## src/hw/rtl/kmq_pkg.sv

```systemverilog
`default_nettype none
// ----------------------------------------------------------------------------
// kmq_pkg
// Shared types and constants for the key matrix event queue: sequencer
// states, action codes, register indexes, field widths and the event entry.
// ----------------------------------------------------------------------------
package kmq_pkg;

    localparam int MATRIX_ROWS_DEF = 15;
    localparam int QUEUE_DEPTH_DEF = 16;

    localparam int ROW_W    = 8;
    localparam int KEY_W    = 7;
    localparam int LEVEL_W  = 4;
    localparam int COUNT_W  = 16;
    localparam int CFG_W    = 8;
    localparam int DATA_W   = 32;
    localparam int ADDR_W   = 3;

    localparam int MOD_ROW       = 14;
    localparam int MOD_SHIFT_BIT = 0;
    localparam int MOD_CTRL_BIT  = 1;

    localparam logic [CFG_W-1:0] DELAY_RST  = 8'd12;
    localparam logic [CFG_W-1:0] PERIOD_RST = 8'd1;

    localparam logic [1:0] ACT_SAMPLE = 2'd0;
    localparam logic [1:0] ACT_COMMIT = 2'd1;
    localparam logic [1:0] ACT_POP    = 2'd2;

    localparam logic REG_DELAY  = 1'b0;
    localparam logic REG_PERIOD = 1'b1;

    typedef enum logic [2:0] {
        ST_IDLE,
        ST_COPY,
        ST_SCAN,
        ST_HOLD,
        ST_REP,
        ST_DONE
    } kmq_state_t;

    typedef struct packed {
        logic             rep;
        logic             ctrl;
        logic             shift;
        logic [KEY_W-1:0] code;
    } kmq_event_t;

endpackage : kmq_pkg
`default_nettype wire

```

## src/hw/rtl/key_matrix_event_queue_unit.sv

```systemverilog
`default_nettype none
// ----------------------------------------------------------------------------
// key_matrix_event_queue_unit
// Key matrix scanner with typematic repeat and an event FIFO. Row samples
// fill a pending matrix, a commit shifts it in and scans for new presses one
// key per cycle, and pops drain one event each.
// ----------------------------------------------------------------------------
//  channel | direction | handshake           | payload
//  --------+-----------+---------------------+-------------------------------
//  in      | sink      | in_valid / in_stall | action, row_index, row_bits
//  out     | source    | out_valid/out_stall | event_valid, key_code,
//          |           |                     | shift_held, ctrl_held,
//          |           |                     | is_repeat, queue_level
//  cfg     | APB slave | psel/penable/pready | typematic delay, typematic rate
//
//  A row sample, pop or unused action goes straight to the done state.
//  A commit copies, scans and checks the hold, then takes a repeat step when the
//  repeat key is still held: the key scan tests one matrix position per cycle.
//  Reset clears the three matrices, pointers and repeat state, and loads the
//  register defaults.
//  The next item is taken while a result still waits on a stalled out beat.
// ----------------------------------------------------------------------------
module key_matrix_event_queue_unit #(
    parameter int MATRIX_ROWS = kmq_pkg::MATRIX_ROWS_DEF,
    parameter int QUEUE_DEPTH = kmq_pkg::QUEUE_DEPTH_DEF
) (
    input  wire logic                         clk,
    input  wire logic                         rst_n,

    input  wire logic                         in_valid,
    output logic                              in_stall,
    input  wire logic [1:0]                   action,
    input  wire logic [3:0]                   row_index,
    input  wire logic [kmq_pkg::ROW_W-1:0]    row_bits,

    output logic                              out_valid,
    input  wire logic                         out_stall,
    output logic                              event_valid,
    output logic [kmq_pkg::KEY_W-1:0]         key_code,
    output logic                              shift_held,
    output logic                              ctrl_held,
    output logic                              is_repeat,
    output logic [kmq_pkg::LEVEL_W-1:0]       queue_level,

    input  wire logic                         psel,
    input  wire logic                         penable,
    input  wire logic                         pwrite,
    input  wire logic [kmq_pkg::ADDR_W-1:0]   paddr,
    input  wire logic [kmq_pkg::DATA_W-1:0]   pwdata,
    output logic [kmq_pkg::DATA_W-1:0]        prdata,
    output logic                              pready
);

    localparam int RIW = (MATRIX_ROWS > 1) ? $clog2(MATRIX_ROWS) : 1;
    localparam int PW  = $clog2(QUEUE_DEPTH);
    localparam logic [kmq_pkg::KEY_W-1:0] LAST_KEY =
        kmq_pkg::KEY_W'(8 * MATRIX_ROWS - 1);
    localparam logic [4:0] ROWS_LIM = 5'(MATRIX_ROWS);

    kmq_pkg::kmq_state_t state_reg, state_next;

    logic [kmq_pkg::ROW_W-1:0]   pend_rows_reg [MATRIX_ROWS];
    logic [kmq_pkg::ROW_W-1:0]   cur_rows_reg  [MATRIX_ROWS];
    logic [kmq_pkg::ROW_W-1:0]   prev_rows_reg [MATRIX_ROWS];
    kmq_pkg::kmq_event_t         event_mem     [QUEUE_DEPTH];

    logic [PW-1:0]               wp_reg, rp_reg;
    logic [PW-1:0]               wp_inc, rp_inc;
    logic [kmq_pkg::KEY_W-1:0]   key_cnt_reg;
    logic [kmq_pkg::KEY_W-1:0]   rkey_reg;
    logic                        ract_reg;
    logic [kmq_pkg::COUNT_W-1:0] rcount_reg;
    logic [kmq_pkg::CFG_W-1:0]   delay_reg, period_reg;

    kmq_pkg::kmq_event_t         rd_data_reg;
    logic                        ev_valid_reg;

    logic                        out_valid_reg;
    logic                        out_ev_valid_reg;
    kmq_pkg::kmq_event_t         out_ev_reg;
    logic [kmq_pkg::LEVEL_W-1:0] out_level_reg;

    logic                        accept;
    logic                        out_free;
    logic                        load_out;
    logic                        copy_en;
    logic                        scan_en;
    logic                        hold_en;
    logic                        rep_en;
    logic                        push_req;
    logic                        queue_full;
    kmq_pkg::kmq_event_t         push_ev;
    logic [kmq_pkg::ROW_W-1:0]   mod_row;

    logic [RIW-1:0]              rd_row;
    logic [2:0]                  rd_bit;
    logic [kmq_pkg::ROW_W-1:0]   rd_cur, rd_prev;
    logic                        fresh_bit;
    logic                        held_bit;
    logic                        count_ge;
    logic [PW:0]                 level;
    logic                        cfg_wr;

    assign in_stall = (state_reg != kmq_pkg::ST_IDLE);
    assign accept   = in_valid && !in_stall;
    assign out_free = !out_valid_reg || !out_stall;

    always_comb
    begin
        state_next = state_reg;
        unique case (state_reg)
            kmq_pkg::ST_IDLE:
            begin
                if (in_valid)
                begin
                    if (action == kmq_pkg::ACT_COMMIT)
                        state_next = kmq_pkg::ST_COPY;
                    else
                        state_next = kmq_pkg::ST_DONE;
                end
            end
            kmq_pkg::ST_COPY: state_next = kmq_pkg::ST_SCAN;
            kmq_pkg::ST_SCAN:
            begin
                if (key_cnt_reg == LAST_KEY)
                    state_next = kmq_pkg::ST_HOLD;
            end
            kmq_pkg::ST_HOLD:
            begin
                if (ract_reg && held_bit)
                    state_next = kmq_pkg::ST_REP;
                else
                    state_next = kmq_pkg::ST_DONE;
            end
            kmq_pkg::ST_REP:  state_next = kmq_pkg::ST_DONE;
            kmq_pkg::ST_DONE:
            begin
                if (out_free)
                    state_next = kmq_pkg::ST_IDLE;
            end
            default: state_next = kmq_pkg::ST_IDLE;
        endcase
    end

    always_comb
    begin
        copy_en  = 1'b0;
        scan_en  = 1'b0;
        hold_en  = 1'b0;
        rep_en   = 1'b0;
        load_out = 1'b0;
        unique case (state_reg)
            kmq_pkg::ST_IDLE: ;
            kmq_pkg::ST_COPY: copy_en  = 1'b1;
            kmq_pkg::ST_SCAN: scan_en  = 1'b1;
            kmq_pkg::ST_HOLD: hold_en  = 1'b1;
            kmq_pkg::ST_REP:  rep_en   = 1'b1;
            kmq_pkg::ST_DONE: load_out = out_free;
            default: ;
        endcase
    end

    always_ff @(posedge clk or negedge rst_n)
    begin
        if (!rst_n)
            state_reg <= kmq_pkg::ST_IDLE;
        else
            state_reg <= state_next;
    end

    // single matrix read port: scan position, or the repeat key when checking hold
    assign rd_row  = hold_en ? rkey_reg[3 +: RIW] : key_cnt_reg[3 +: RIW];
    assign rd_bit  = hold_en ? rkey_reg[2:0] : key_cnt_reg[2:0];
    assign rd_cur  = cur_rows_reg[rd_row];
    assign rd_prev = prev_rows_reg[rd_row];

    assign fresh_bit = rd_cur[rd_bit] && !rd_prev[rd_bit];
    assign held_bit  = rd_cur[rd_bit] && ({1'b0, rkey_reg[6:3]} < ROWS_LIM);
    assign count_ge  = $signed(rcount_reg) >= $signed({8'b0, delay_reg});

    generate
        if (MATRIX_ROWS > kmq_pkg::MOD_ROW)
        begin : g_mod
            assign mod_row = cur_rows_reg[kmq_pkg::MOD_ROW];
        end
        else
        begin : g_no_mod
            assign mod_row = '0;
        end
    endgenerate

    assign wp_inc = (wp_reg == PW'(QUEUE_DEPTH - 1)) ? '0 : wp_reg + 1'b1;
    assign rp_inc = (rp_reg == PW'(QUEUE_DEPTH - 1)) ? '0 : rp_reg + 1'b1;
    assign queue_full = (wp_inc == rp_reg);

    assign push_req      = (scan_en && fresh_bit) || (rep_en && count_ge);
    assign push_ev.rep   = rep_en;
    assign push_ev.ctrl  = mod_row[kmq_pkg::MOD_CTRL_BIT];
    assign push_ev.shift = mod_row[kmq_pkg::MOD_SHIFT_BIT];
    assign push_ev.code  = rep_en ? rkey_reg : key_cnt_reg;

    always_ff @(posedge clk)
    begin
        if (push_req && !queue_full)
            event_mem[wp_reg] <= push_ev;
        if (accept && (action == kmq_pkg::ACT_POP))
            rd_data_reg <= event_mem[rp_reg];
    end

    always_ff @(posedge clk or negedge rst_n)
    begin
        if (!rst_n)
        begin
            for (int r = 0; r < MATRIX_ROWS; r++)
            begin
                pend_rows_reg[r] <= '0;
                cur_rows_reg[r]  <= '0;
                prev_rows_reg[r] <= '0;
            end
        end
        else
        begin
            if (accept && (action == kmq_pkg::ACT_SAMPLE)
                && ({1'b0, row_index} < ROWS_LIM))
                pend_rows_reg[row_index[RIW-1:0]] <= row_bits;
            if (copy_en)
            begin
                for (int r = 0; r < MATRIX_ROWS; r++)
                begin
                    prev_rows_reg[r] <= cur_rows_reg[r];
                    cur_rows_reg[r]  <= pend_rows_reg[r];
                end
            end
        end
    end

    always_ff @(posedge clk or negedge rst_n)
    begin
        if (!rst_n)
        begin
            wp_reg       <= '0;
            rp_reg       <= '0;
            key_cnt_reg  <= '0;
            rkey_reg     <= '0;
            ract_reg     <= 1'b0;
            rcount_reg   <= '0;
            ev_valid_reg <= 1'b0;
        end
        else
        begin
            if (push_req && !queue_full)
                wp_reg <= wp_inc;

            if (accept)
                ev_valid_reg <= (action == kmq_pkg::ACT_POP) && (rp_reg != wp_reg);

            if (accept && (action == kmq_pkg::ACT_POP) && (rp_reg != wp_reg))
                rp_reg <= rp_inc;

            if (copy_en)
                key_cnt_reg <= '0;
            else if (scan_en)
                key_cnt_reg <= key_cnt_reg + 1'b1;

            if (scan_en && fresh_bit && (!ract_reg || (rkey_reg != key_cnt_reg)))
            begin
                rkey_reg   <= key_cnt_reg;
                ract_reg   <= 1'b1;
                rcount_reg <= '0;
            end

            if (hold_en && ract_reg)
            begin
                if (held_bit)
                    rcount_reg <= rcount_reg + 1'b1;
                else
                    ract_reg <= 1'b0;
            end

            if (rep_en && count_ge)
                rcount_reg <= rcount_reg - {8'b0, period_reg};
        end
    end

    always_comb
    begin
        if (wp_reg >= rp_reg)
            level = {1'b0, wp_reg} - {1'b0, rp_reg};
        else
            level = {1'b0, wp_reg} + (PW+1)'(QUEUE_DEPTH) - {1'b0, rp_reg};
    end

    always_ff @(posedge clk or negedge rst_n)
    begin
        if (!rst_n)
            out_valid_reg <= 1'b0;
        else if (load_out)
            out_valid_reg <= 1'b1;
        else if (!out_stall)
            out_valid_reg <= 1'b0;
    end

    always_ff @(posedge clk)
    begin
        if (load_out)
        begin
            out_ev_valid_reg <= ev_valid_reg;
            out_ev_reg       <= ev_valid_reg ? rd_data_reg : '0;
            out_level_reg    <= kmq_pkg::LEVEL_W'(level);
        end
    end

    assign out_valid   = out_valid_reg;
    assign event_valid = out_ev_valid_reg;
    assign key_code    = out_ev_reg.code;
    assign shift_held  = out_ev_reg.shift;
    assign ctrl_held   = out_ev_reg.ctrl;
    assign is_repeat   = out_ev_reg.rep;
    assign queue_level = out_level_reg;

    assign pready = 1'b1;
    assign cfg_wr = psel && penable && pwrite && pready;

    always_ff @(posedge clk or negedge rst_n)
    begin
        if (!rst_n)
        begin
            delay_reg  <= kmq_pkg::DELAY_RST;
            period_reg <= kmq_pkg::PERIOD_RST;
        end
        else if (cfg_wr && (paddr[1:0] == 2'b00))
        begin
            unique case (paddr[2])
                kmq_pkg::REG_DELAY:  delay_reg  <= pwdata[kmq_pkg::CFG_W-1:0];
                kmq_pkg::REG_PERIOD: period_reg <= pwdata[kmq_pkg::CFG_W-1:0];
                default: ;
            endcase
        end
    end

    always_comb
    begin
        unique case (paddr[2])
            kmq_pkg::REG_DELAY:  prdata = {24'b0, delay_reg};
            kmq_pkg::REG_PERIOD: prdata = {24'b0, period_reg};
            default:             prdata = '0;
        endcase
    end

endmodule : key_matrix_event_queue_unit
`default_nettype wire

```

## config.mk

```make
export PLATFORM = sky130hd
export DESIGN_NAME = key_matrix_event_queue_unit
export DESIGN_NICKNAME = d
export VERILOG_FILES = /design/src/hw/rtl/kmq_pkg.sv /design/src/hw/rtl/key_matrix_event_queue_unit.sv
export SDC_FILE = /design/constraint.sdc
export NUM_CORES = 1
export LEC_CHECK = 0
export ABC_AREA = 1
export BUFFER_PORTS_ARGS = -buffer_cell sky130_fd_sc_hd__buf_2
export CAP_MARGIN = 20
export CORE_MARGIN = 2
export CORE_UTILIZATION = 55
export CTS_CLUSTER_SIZE = 20
export DETAILED_ROUTE_END_ITERATION = 8
export PLACE_DENSITY = 0.7
export SLEW_MARGIN = 10
export SYNTH_ARGS = -nofsm -noshare
export SYNTH_HDL_FRONTEND = slang
export SYNTH_SLANG_ARGS = --single-unit
```

## constraint.sdc

```tcl
create_clock -name clk -period 3.6 [get_ports clk]
set_input_delay 0.36 -clock clk [delete_from_list [all_inputs] [get_ports clk]]
set_output_delay 0.36 -clock clk [all_outputs]
set_load 0.01 [all_outputs]
```

# Word level (Yosys, flattened, before mapping)
# Memory sizes are Yosys's and may differ from the RTL's. A register that Yosys moved wholly into a read port is not among the register bits.
# Cells that the tools add are included.
dict set report classes {
  n_addsub 8
  magnitude_cmp 8
  eq_ne 17
  muxes 44
  bitwise 3
  n_reduce_logical 35
}
# operator count
set op_table {}
lappend op_table {{120-bit bitwise mux} 1}
lappend op_table {{8-bit binary-select mux with 4-bit select} 2}
lappend op_table {{16-bit 2-to-1 mux} 4}
lappend op_table {{32-bit one-hot mux with 2 select lines} 1}
lappend op_table {{8-bit 2-to-1 mux} 5}
lappend op_table {{8-bit demux with 4-bit select} 1}
lappend op_table {{7-bit 2-to-1 mux} 3}
lappend op_table {{1-bit logical AND} 18}
lappend op_table {{3-bit one-hot mux with 6 select lines} 1}
lappend op_table {{16-bit by 1-bit adder with 16-bit output (second input constant)} 1}
lappend op_table {{16-bit by 9-bit greater-or-equal comparator with 1-bit output} 1}
lappend op_table {{4-bit 2-to-1 mux} 4}
lappend op_table {{16-bit by 8-bit subtractor with 16-bit output} 1}
lappend op_table {{1-bit 2-to-1 mux} 15}
lappend op_table {{3-bit 2-to-1 mux} 5}
lappend op_table {{4-bit by 1-bit adder with 4-bit output (second input constant)} 3}
lappend op_table {{5-bit greater-or-equal comparator (second input constant)} 2}
lappend op_table {{4-bit NOT with 5-bit output} 2}
lappend op_table {{4-bit equality test (second input constant)} 2}
lappend op_table {{4-bit < comparator (second input constant)} 2}
lappend op_table {{4-bit subtractor} 2}
lappend op_table {{7-bit by 1-bit adder with 7-bit output (second input constant)} 1}
lappend op_table {{7-bit equality test (second input constant)} 1}
lappend op_table {{7-bit != test} 1}
lappend op_table {{other kinds (22)} 36}
dict set report totals {
  register_bits 435
  mem_bits_rw 160
  input_bits 56
  output_inout_bits 50
  elab_cells 178
  mem_count 1
}
# name words width rd rd_clocked_by_memory_dff write_ports line
set mem_list {}
lappend mem_list {event_mem 16 10 1 1 1 key_matrix_event_queue_unit.sv:65} ;# kmq_pkg::kmq_event_t event_mem [QUEUE_DEPTH];

# Depth between registers and ports, before layout
# Gate-level depths: netlist of the first run.
dict set report logic_depth {
  word_depth 17
  depth_mapped 21
  depth_no_buf 18
}

# Worst setup path after synthesis of the first run
# No wires, ideal clock.
dict set report synth_timing {
  path_kind {register -> register}
  start {reg state_reg[2]}
  end {mem event_mem[15][0] (netlist bit) (enable)}
  setup_ns 0.376
  t_arrival_ns 2.721
  path_slack_ns 0.503
  stages_incl_launch_ff 20
  path_buffers 4
  path_cell_list {dfrtp_1 inv_2 nand3_2 buf_6 nand2_1 nand2_4 buf_4 buf_6 nand3_1 nand3_1 nand3_1 nand3_1 nand3_1 nand2_1 a21oi_2 nand3_1 nand2_2 nand2_2 buf_2 nor2_1}
}
dict set report synth_via {
  elab_chain_len 16
}
# item line
set synth_lines {}
lappend synth_lines {{start, declared} key_matrix_event_queue_unit.sv:60} ;# kmq_pkg::kmq_state_t state_reg, state_next;
lappend synth_lines {{start signal, assigned} key_matrix_event_queue_unit.sv:166} ;# state_reg <= kmq_pkg::ST_IDLE;
lappend synth_lines {{start signal, assigned} key_matrix_event_queue_unit.sv:168} ;# state_reg <= state_next;
lappend synth_lines {{3-bit by 2-bit equality test with 1-bit output} key_matrix_event_queue_unit.sv:152} ;# unique case (state_reg)
lappend synth_lines {{1-bit 2-to-1 mux} key_matrix_event_queue_unit.sv:152}
lappend synth_lines {{4-bit 2-to-1 mux} key_matrix_event_queue_unit.sv:172} ;# assign rd_row = hold_en ? rkey_reg[3 +: RIW] : key_cnt_reg[3 +: RIW];
lappend synth_lines {{4-bit NOT with 5-bit output (not written as such)} {key_matrix_event_queue_unit.sv:174, key_matrix_event_queue_unit.sv:175}}
lappend synth_lines {{8-bit binary-select mux with 4-bit select} key_matrix_event_queue_unit.sv:175} ;# assign rd_prev = prev_rows_reg[rd_row];
lappend synth_lines {{8-bit 2-to-1 mux (not written as such) (2 in a row)} key_matrix_event_queue_unit.sv:175}
lappend synth_lines {{1-bit binary-select mux with 3-bit select} key_matrix_event_queue_unit.sv:177} ;# assign fresh_bit = rd_cur[rd_bit] && !rd_prev[rd_bit];
lappend synth_lines {{1-bit 2-to-1 mux (not written as such)} key_matrix_event_queue_unit.sv:177}
lappend synth_lines {{1-bit logical NOT} key_matrix_event_queue_unit.sv:177}
lappend synth_lines {{1-bit logical AND} key_matrix_event_queue_unit.sv:177}
lappend synth_lines {{1-bit logical AND} key_matrix_event_queue_unit.sv:196} ;# assign push_req = (scan_en && fresh_bit) || (rep_en && count_ge);
lappend synth_lines {{1-bit logical OR *} key_matrix_event_queue_unit.sv:196}
lappend synth_lines {{1-bit logical AND *} key_matrix_event_queue_unit.sv:204} ;# if (push_req && !queue_full)
lappend synth_lines {{1-bit 2-to-1 mux *} key_matrix_event_queue_unit.sv:204}
lappend synth_lines {{1-bit 2-to-1 mux (not written as such) *} key_matrix_event_queue_unit.sv:205} ;# event_mem[wp_reg] <= push_ev;
lappend synth_lines {{end, declared} key_matrix_event_queue_unit.sv:65}
# Every way passes the cells marked *; elsewhere a longest branch is shown, timed or not. The select of a mux whose other input is x is not followed.

# Worst setup path in the final report of the first run
dict set report layout_timing {
  start {reg state_reg[2]}
  end {mem event_mem[0][9] (netlist bit) (enable)}
}
# The elaborated chain is that of the path after synthesis.

==> metrics, run 1 <==
Post-DP HPWL=between 40,000 and 50,000 um; critical path's slowest cell=dfrtp_1; # diodes=0; Finish-stage setup viols=0; Arr. time, crit path=between 3 and 4 ns; core footprint=~49,000 sq um; fin. max-slew vios=0; clk_lat worst skew=0.65 ns; Commonest cells post-synth=1,043 x nand2_1, 417 x dfrtp_1, 400 x o21ai_0, 281 x nand3_1, 223 x inv_1; # H-tree levels=2; most frequent cell after synthesis=nand2_1; crit path max fanout=22; register bit total from synthesis=a little over 600; post-DR vias/cell=5.43; Initial Util=55.9%; length of the first detailed-routing pass in iterations=5; # IOs=approximately 110; # nets final=~3,200; max incr delay on CP=~0.38 ns; Worst Setup End Kind=flip-flop; port bufs=56; fin crit period=roughly 3.4 ns; Final ANT Viol Nets=0; clock tree sinks=just over 600; Sequential Power Share=between 40% and 50%; fillcell total=about 4,200; Clock power frac=slightly below 30%; DRT iter0 DRCs=between 1,500 and 2,000; Syn Area/Cell=8.80 sq um; worst path cell trace=inv_2 -> nand3_2 -> buf_4 -> o21ai_2 -> buf_12 -> nand3_1 -> nand3_1 -> nand3_1 -> nand3_1 -> nand2_1 -> a21oi_2 -> nand3_2 -> nand2_2 -> nand2_4 -> nor2_1 -> buf_4; endpoints failing hold=0; LEAKAGE=between 10 and 15 nW; DP Area=28,400 sq um; Async SR Flop Fraction=between 60 and 70%; Worst R2R Setup Slack=approximately 0.23 ns; gr usage total=between 20% and 30%; WP data required=between 3 and 4 ns; largest cells by area after synthesis=dfrtp_1 38%, edfxtp_1 20%, nand2_1 14%, o21ai_0 7.3%, nand3_1 5.1%; cell count after synthesis=roughly 3,100; pwr dens=around 770 nW/um^2; Hold WC Path Type=in -> reg; status=complete, no violations; area share of the largest cell type after synthesis=between 30% and 40%; largest net degree at the start of global routing=between 200 and 300; Max Root-Sink Buffers=3; Int Pwr=about 15 mW; Power, Total=23.9 mW; Top cell by count, worst path=nand3_1; switching power=between 8 and 9 mW; top_reg_cell synth=dfrtp_1; CP Launch Type=flip-flop; vias in the first global route=between 20,000 and 25,000; Final Cell Area=~31,000 sq um; slew margin rel.=13.1%; max FFs per register=between 150 and 200; setup_tns=0 ns; depth of the most critical reg-to-reg path=16; register area share after synthesis=approximately three fifths; antenna violations before repair=0; wirelength, routed=just under 70,000 um; Clock Skew=0.0206 ns; total of max-cap violations=0; Yosys Warn Count=0; area grow syn2layout=12.6%; VDD IR max=just over 800 uV; Setup WS post-layout=between 0.2 and 0.25 ns; Worst Setup SP=state_reg[2]; global-route wire length before repair=about 110,000 um; FP Rows=between 80 and 90; Reg clk slew, reported paths=0.06 ns; highest clock rate=0.297 GHz; reg-to-reg startpoint=state_reg[2]; synth unique cells=between 40 and 50; GPL Wtd Cong=about 0.86; worst reg2reg endpoint=event_mem[0][9]; hold_ws=approximately 0.063 ns; Num CTS Buffers=61; root buf cell=clkbuf_16; GRT overflow=0; period utilization=93.6%; CTS tree=built; CP Capture Point=event_mem[0][9]; share of layout cells above drive strength 1=between 8 and 9%; number of flops mapped to enable cells by yosys=between 150 and 200; Comb pwr share=slightly below 30%; DIE WIDTH=approximately 230 um; post-synthesis cell area=27,400 sq um; Worst-Margin Slew=between 1 and 1.5 ns; wire length per cell=between 15 and 20 um; Die Y=about 230 um; Switching Share=35.4%; RSZ-0062 raised after global routing=false; drt drc=0; WS Path Type=reg -> reg; largest area contributor in the netlist=dfrtp_1; vias post-DR=approximately 21,000; pre-CTS WS=-0.0192 ns; die area=slightly above 50,000 sq um
[stage by stage]
| step | util [%] | std cells |
|---|---|---|
| after floorplan | - | 3136 |
| after global placement | 57.9 | 3733 |
| after detailed placement | 57.9 | 3733 |
| after CTS | 62.8 | 3859 |
| after global routing | 62.9 | 3861 |
| final | 62.9 | 3861 |
[worst min-delay path by stage]
stage / from / to / slack [ns] / cells past startpoint
final: in_valid / ev_valid_reg / 0.06 / 4
after global routing: in_valid / ev_valid_reg / 0.09 / 4
after CTS: in_valid / ev_valid_reg / 0.04 / 4
after detailed placement: rst_n / pend_rows_reg[86] / 0.40 / 1
after global placement: rst_n / cur_rows_reg[110] / 0.40 / 1
after floorplan: rst_n / cur_rows_reg[100] / 0.06 / 0
[routing by layer]
metal / vias up / track usage (%) / routed length (um)
met5: - / 0 / 0
met4: 0 / 9.36 / 2270
met3: 121 / 4.32 / 4370
met2: 660 / 44.0 / 32400
met1: 9991 / 36.0 / 28400
li1: 10200 / - / -
[final cells by class]
class | instances | area [sq um] | area share, %
Clock buffer | 81 | 1760 | 5.71
Inverter | 230 | 872 | 2.83
Timing Repair Buffer | 143 | 1140 | 3.71
Tap cell | 664 | 831 | 2.69
Multi-Input combinational cell | 2103 | 9670 | 31.4
Sequential cell | 605 | 16100 | 52.1
Clock inverter | 35 | 499 | 1.62
[kinds of logic after synthesis]
family	after synthesis	synth area share (%)
AO/OA/AOI/OAI	505	9.85
XOR/XNOR	34	1.09
adder cells (fa/ha/maj)	28	1.33
buffers and inverters	429	6.63
flip-flops	605	58.6
other	2	0.0274
AND/OR/NAND/NOR	1510	22.4
[placed cells by master, fill, tap and decap left out, drive strengths merged, types with 9 or more instances in the layout]
cell / instances
nand2: 1051
dfrtp: 417
o21ai: 414
nand3: 282
inv: 228
edfxtp: 185
nor2: 146
buf: 133
clkbuf: 81
a21oi: 31
xor2: 28
ha: 26
conb: 25
o22ai: 24
clkinv: 20
o221ai: 17
bufinv: 11
o211ai: 10
dlygate4sd3: 10
nor3: 9
nand4: 9
[worst max-delay path: cells and delay by family (launching register included)]
kind                   cells  cell delay, ns
buffers and inverters      4            0.82
AND/OR/NAND/NOR           10            1.43
flip-flops                 1            0.38
AO/OA/AOI/OAI              2            0.42
[power by group through the flow]
stage / Clock, mW / Sequential (mW) / Combinational [mW]
floorplan: 0 / 9.74 / 5.02
global placement: 0 / 9.93 / 6.61
detailed placement: 0 / 10.0 / 6.85
CTS: 7.10 / 9.89 / 6.93
global route: 7.36 / 10.1 / 7.96
finish: 6.97 / 9.91 / 6.97
[repair_timing]
item | CTS | global route
endpoints found under the setup margin | 49 | 162
gates resized for setup | 1 | 11
setup buffers | 0 | 1
cloned | 0 | 1
hold endpoints to repair | 85 | 0
pin swaps | 0 | 1
hold buffers | 10 | 0
Note: power is estimated with default switching activity, not from simulation.
==> inputs of run 2 (changes only) <==
--- a/config.mk
+++ b/config.mk
@@ -9,10 +9,10 @@
 export BUFFER_PORTS_ARGS = -buffer_cell sky130_fd_sc_hd__buf_2
 export CAP_MARGIN = 20
 export CORE_MARGIN = 2
-export CORE_UTILIZATION = 55
+export CORE_UTILIZATION = 60
 export CTS_CLUSTER_SIZE = 20
 export DETAILED_ROUTE_END_ITERATION = 8
-export PLACE_DENSITY = 0.7
+export PLACE_DENSITY = 0.76
 export SLEW_MARGIN = 10
 export SYNTH_ARGS = -nofsm -noshare
 export SYNTH_HDL_FRONTEND = slang
==> metrics, run 2 (synthesized netlist as in run 1, its figures left out) <==
status=complete, no violations (unchanged); hold_ws=0.0491 ns (was 0.0628 ns); Comb pwr share=29.9% (was 29.2%); root buf cell=clkbuf_16 (unchanged); period utilization=94.4% (was 93.6%); clk_lat worst skew=0.65 ns (about the same); RSZ-0062 raised after global routing=false (unchanged); pwr dens=762 nW/um^2 (was 773 nW/um^2); share of layout cells above drive strength 1=8.13% (was 8.73%); wirelength, routed=66,100 um (was 67,400 um); Initial Util=60.7% (was 55.9%); Switching Share=36.1% (was 35.4%); total of max-cap violations=0 (unchanged); max FFs per register=160 (unchanged); # IOs=106 (unchanged); Hold WC Path Type=in -> reg (unchanged); WHS Endpoint=delay_reg[6] (was ev_valid_reg); DRT iter0 DRCs=2,360 (was 1,947); Arr. time, crit path=3.74 ns (was 3.70 ns); Max Root-Sink Buffers=3 (unchanged); Reg clk slew, reported paths=0.06 ns (about the same); # H-tree levels=2 (unchanged); endpoints failing hold=0 (unchanged); FP Rows=78 (was 81); Final Cell Area=30,500 sq um (was 30,900 sq um); slew margin rel.=29.0% (was 13.1%); WP data required=3.94 ns (about the same); Core Util, Final=67.5% (was 62.9%); global-route wire length before repair=107,000 um (was 108,000 um); Worst-Margin Slew=1.06 ns (was 1.30 ns); Worst R2R Setup Slack=0.20 ns (was 0.23 ns); critical path's slowest cell=dfrtp_1 (unchanged); core footprint=45,200 sq um (was 49,100 sq um); VDD IR max=844 uV (was 804 uV); Clock Skew=0.0497 ns (was 0.0206 ns); port bufs=56 (unchanged); highest clock rate=0.294 GHz (was 0.297 GHz); Power, Total=23.2 mW (was 23.9 mW); fin. max-slew vios=0 (unchanged); CTS tree=built (unchanged); WS Path Type=reg -> reg (unchanged); CP Buf/Inv Count=5 (was 4); antenna violations before repair=0 (unchanged); LEAKAGE=13.8 nW (was 14.0 nW); Num CTS Buffers=59 (was 61); DP Area=28,300 sq um (was 28,400 sq um); Die Y=218 um (was 227 um); Worst Setup End Kind=flip-flop (unchanged); Post-DP HPWL=40,300 um (was 40,800 um); WHS Path Cells=3 (was 4); CP Launch Type=flip-flop (unchanged); Top cell by count, worst path=nand3_1 (unchanged); largest net degree at the start of global routing=252 (was 272); worst reg2reg endpoint=event_mem[11][7] (was event_mem[0][9]); vias post-DR=21,500 (was 21,000); setup_tns=0 ns (unchanged); # diodes=0 (unchanged); reg-to-reg startpoint=state_reg[2] (unchanged); area grow syn2layout=11.3% (was 12.6%); min-delay src=pwdata[6] (was in_valid); clock tree sinks=605 (unchanged); Clock power frac=27.5% (was 29.2%); post-DR vias/cell=5.68 (was 5.43); depth of the most critical reg-to-reg path=16 (unchanged); DIE WIDTH=218 um (was 227 um); GPL Wtd Cong=0.858 (was 0.856); gr usage total=28.5% (was 26.7%); worst path cell trace=inv_2 -> nand3_2 -> buf_4 -> o21ai_4 -> clkinvlp_4 -> buf_12 -> nand3_1 -> nand3_1 -> nand3_1 -> nand3_1 -> nand2_2 -> nand3_2 -> nand2_2 -> nand2_4 -> nor2_1 -> buf_4 (was inv_2 -> nand3_2 -> buf_4 -> o21ai_2 -> buf_12 -> nand3_1 -> nand3_1 -> nand3_1 -> nand3_1 -> nand2_1 -> a21oi_2 -> nand3_2 -> nand2_2 -> nand2_4 -> nor2_1 -> buf_4); die area=47,400 sq um (was 51,600 sq um); Sequential Power Share=42.6% (was 41.5%); GRT overflow=0 (unchanged); drt drc=0 (unchanged); Final ANT Viol Nets=0 (unchanged); crit path max fanout=17 (was 22); Finish-stage setup viols=0 (unchanged); max incr delay on CP=0.46 ns (was 0.38 ns); length of the first detailed-routing pass in iterations=6 (was 5); most frequent cells in the layout=1,043 x nand2_1, 415 x dfrtp_1, 400 x o21ai_0 (was 1,041 x nand2_1, 415 x dfrtp_1, 398 x o21ai_0); most common cell after layout, fill and taps aside=nand2_1 (unchanged); fin crit period=3.40 ns (was 3.37 ns); wire length per cell=17.5 um (about the same); # nets final=3,221 (was 3,228); Int Pwr=14.9 mW (was 15.4 mW); switching power=8.38 mW (was 8.46 mW); CP top delay family=simple AND/OR/NAND/NOR gates (unchanged); vias in the first global route=20,600 (was 20,300)
run 2: changes by cell type in the layout (fill, tap and decap cells not counted), moves of 3 or more:
cell and delta:
clkinv_1 +3, clkinvlp_4 -3, nand2_4 -3, bufinv_16 -6, clkbuf_1 +5, buf_4 -5
run 2: worst max path at each step:
| stage | from | endpoint | cells past startpoint |
|---|---|---|---|
| 6_report | state_reg[2] | event_mem[11][7] | 16 |
| 5_1_grt | state_reg[2] | rcount_reg[1] | 18 |
| 4_1_cts | state_reg[2] | event_mem[11][3] | 17 |
| 3_5_place_dp | state_reg[2] | event_mem[12][2] | 17 |
| 3_3_place_gp | state_reg[2] | event_mem[12][2] | 17 |
| 2_1_floorplan | state_reg[2] | event_mem[15][0] | 19 |
run 2: power by group through the flow:
stage          clock network (mW)  registers [mW]  logic [mW]
2_1_floorplan                   0            9.74        5.02
4_1_cts                      6.47            9.88        6.90
3_5_place_dp                    0            9.99        6.81
5_1_grt                      6.73            10.1        7.89
3_3_place_gp                    0            9.91        6.54
6_report                     6.38            9.90        6.96
run 2: final cells by class:
class                   count  area, sq um
repair buffers            139         1120
multi-input cells        2102         9640
fillers                  3579        14700
well taps                 600          751
clock inverters            26          308
flip-flops and latches    605        16100
clock buffers              84         1730
inverters                 230          875
run 2: what timing repair did:
action / in CTS / in global routing
gates resized for setup: 0 / 11
hold buffers: 9 / 0
hold endpoints to repair: 93 / 0
setup buffers: 0 / 3
setup endpoints to repair: 0 / 177
run 2: metal layers:
metal | GRT usage (%) | share of wire, % | vias up
met1 | 37.9 | 41 | 10300
li1 | - | - | 10200
met5 | 0 | 0 | -
met3 | 4.06 | 7.1 | 176
met2 | 46.9 | 48 | 847
met4 | 12.7 | 4.3 | 0
run 2: stage by stage:
step / std cells / worst slack (ns)
5_1_grt: 3786 / 0.0337
3_3_place_gp: 3663 / 0.132
3_5_place_dp: 3664 / 0.0836
2_1_floorplan: 3136 / 0.503
6_report: 3786 / 0.203
4_1_cts: 3783 / 0.00874
run 2: worst reg2reg max path: cells and delay by family (launching register included):
kind                   cells  cell delay, ns
buffers and inverters      5            1.13
AO/OA/AOI/OAI              1            0.19
flip-flops                 1            0.46
AND/OR/NAND/NOR           10            1.35
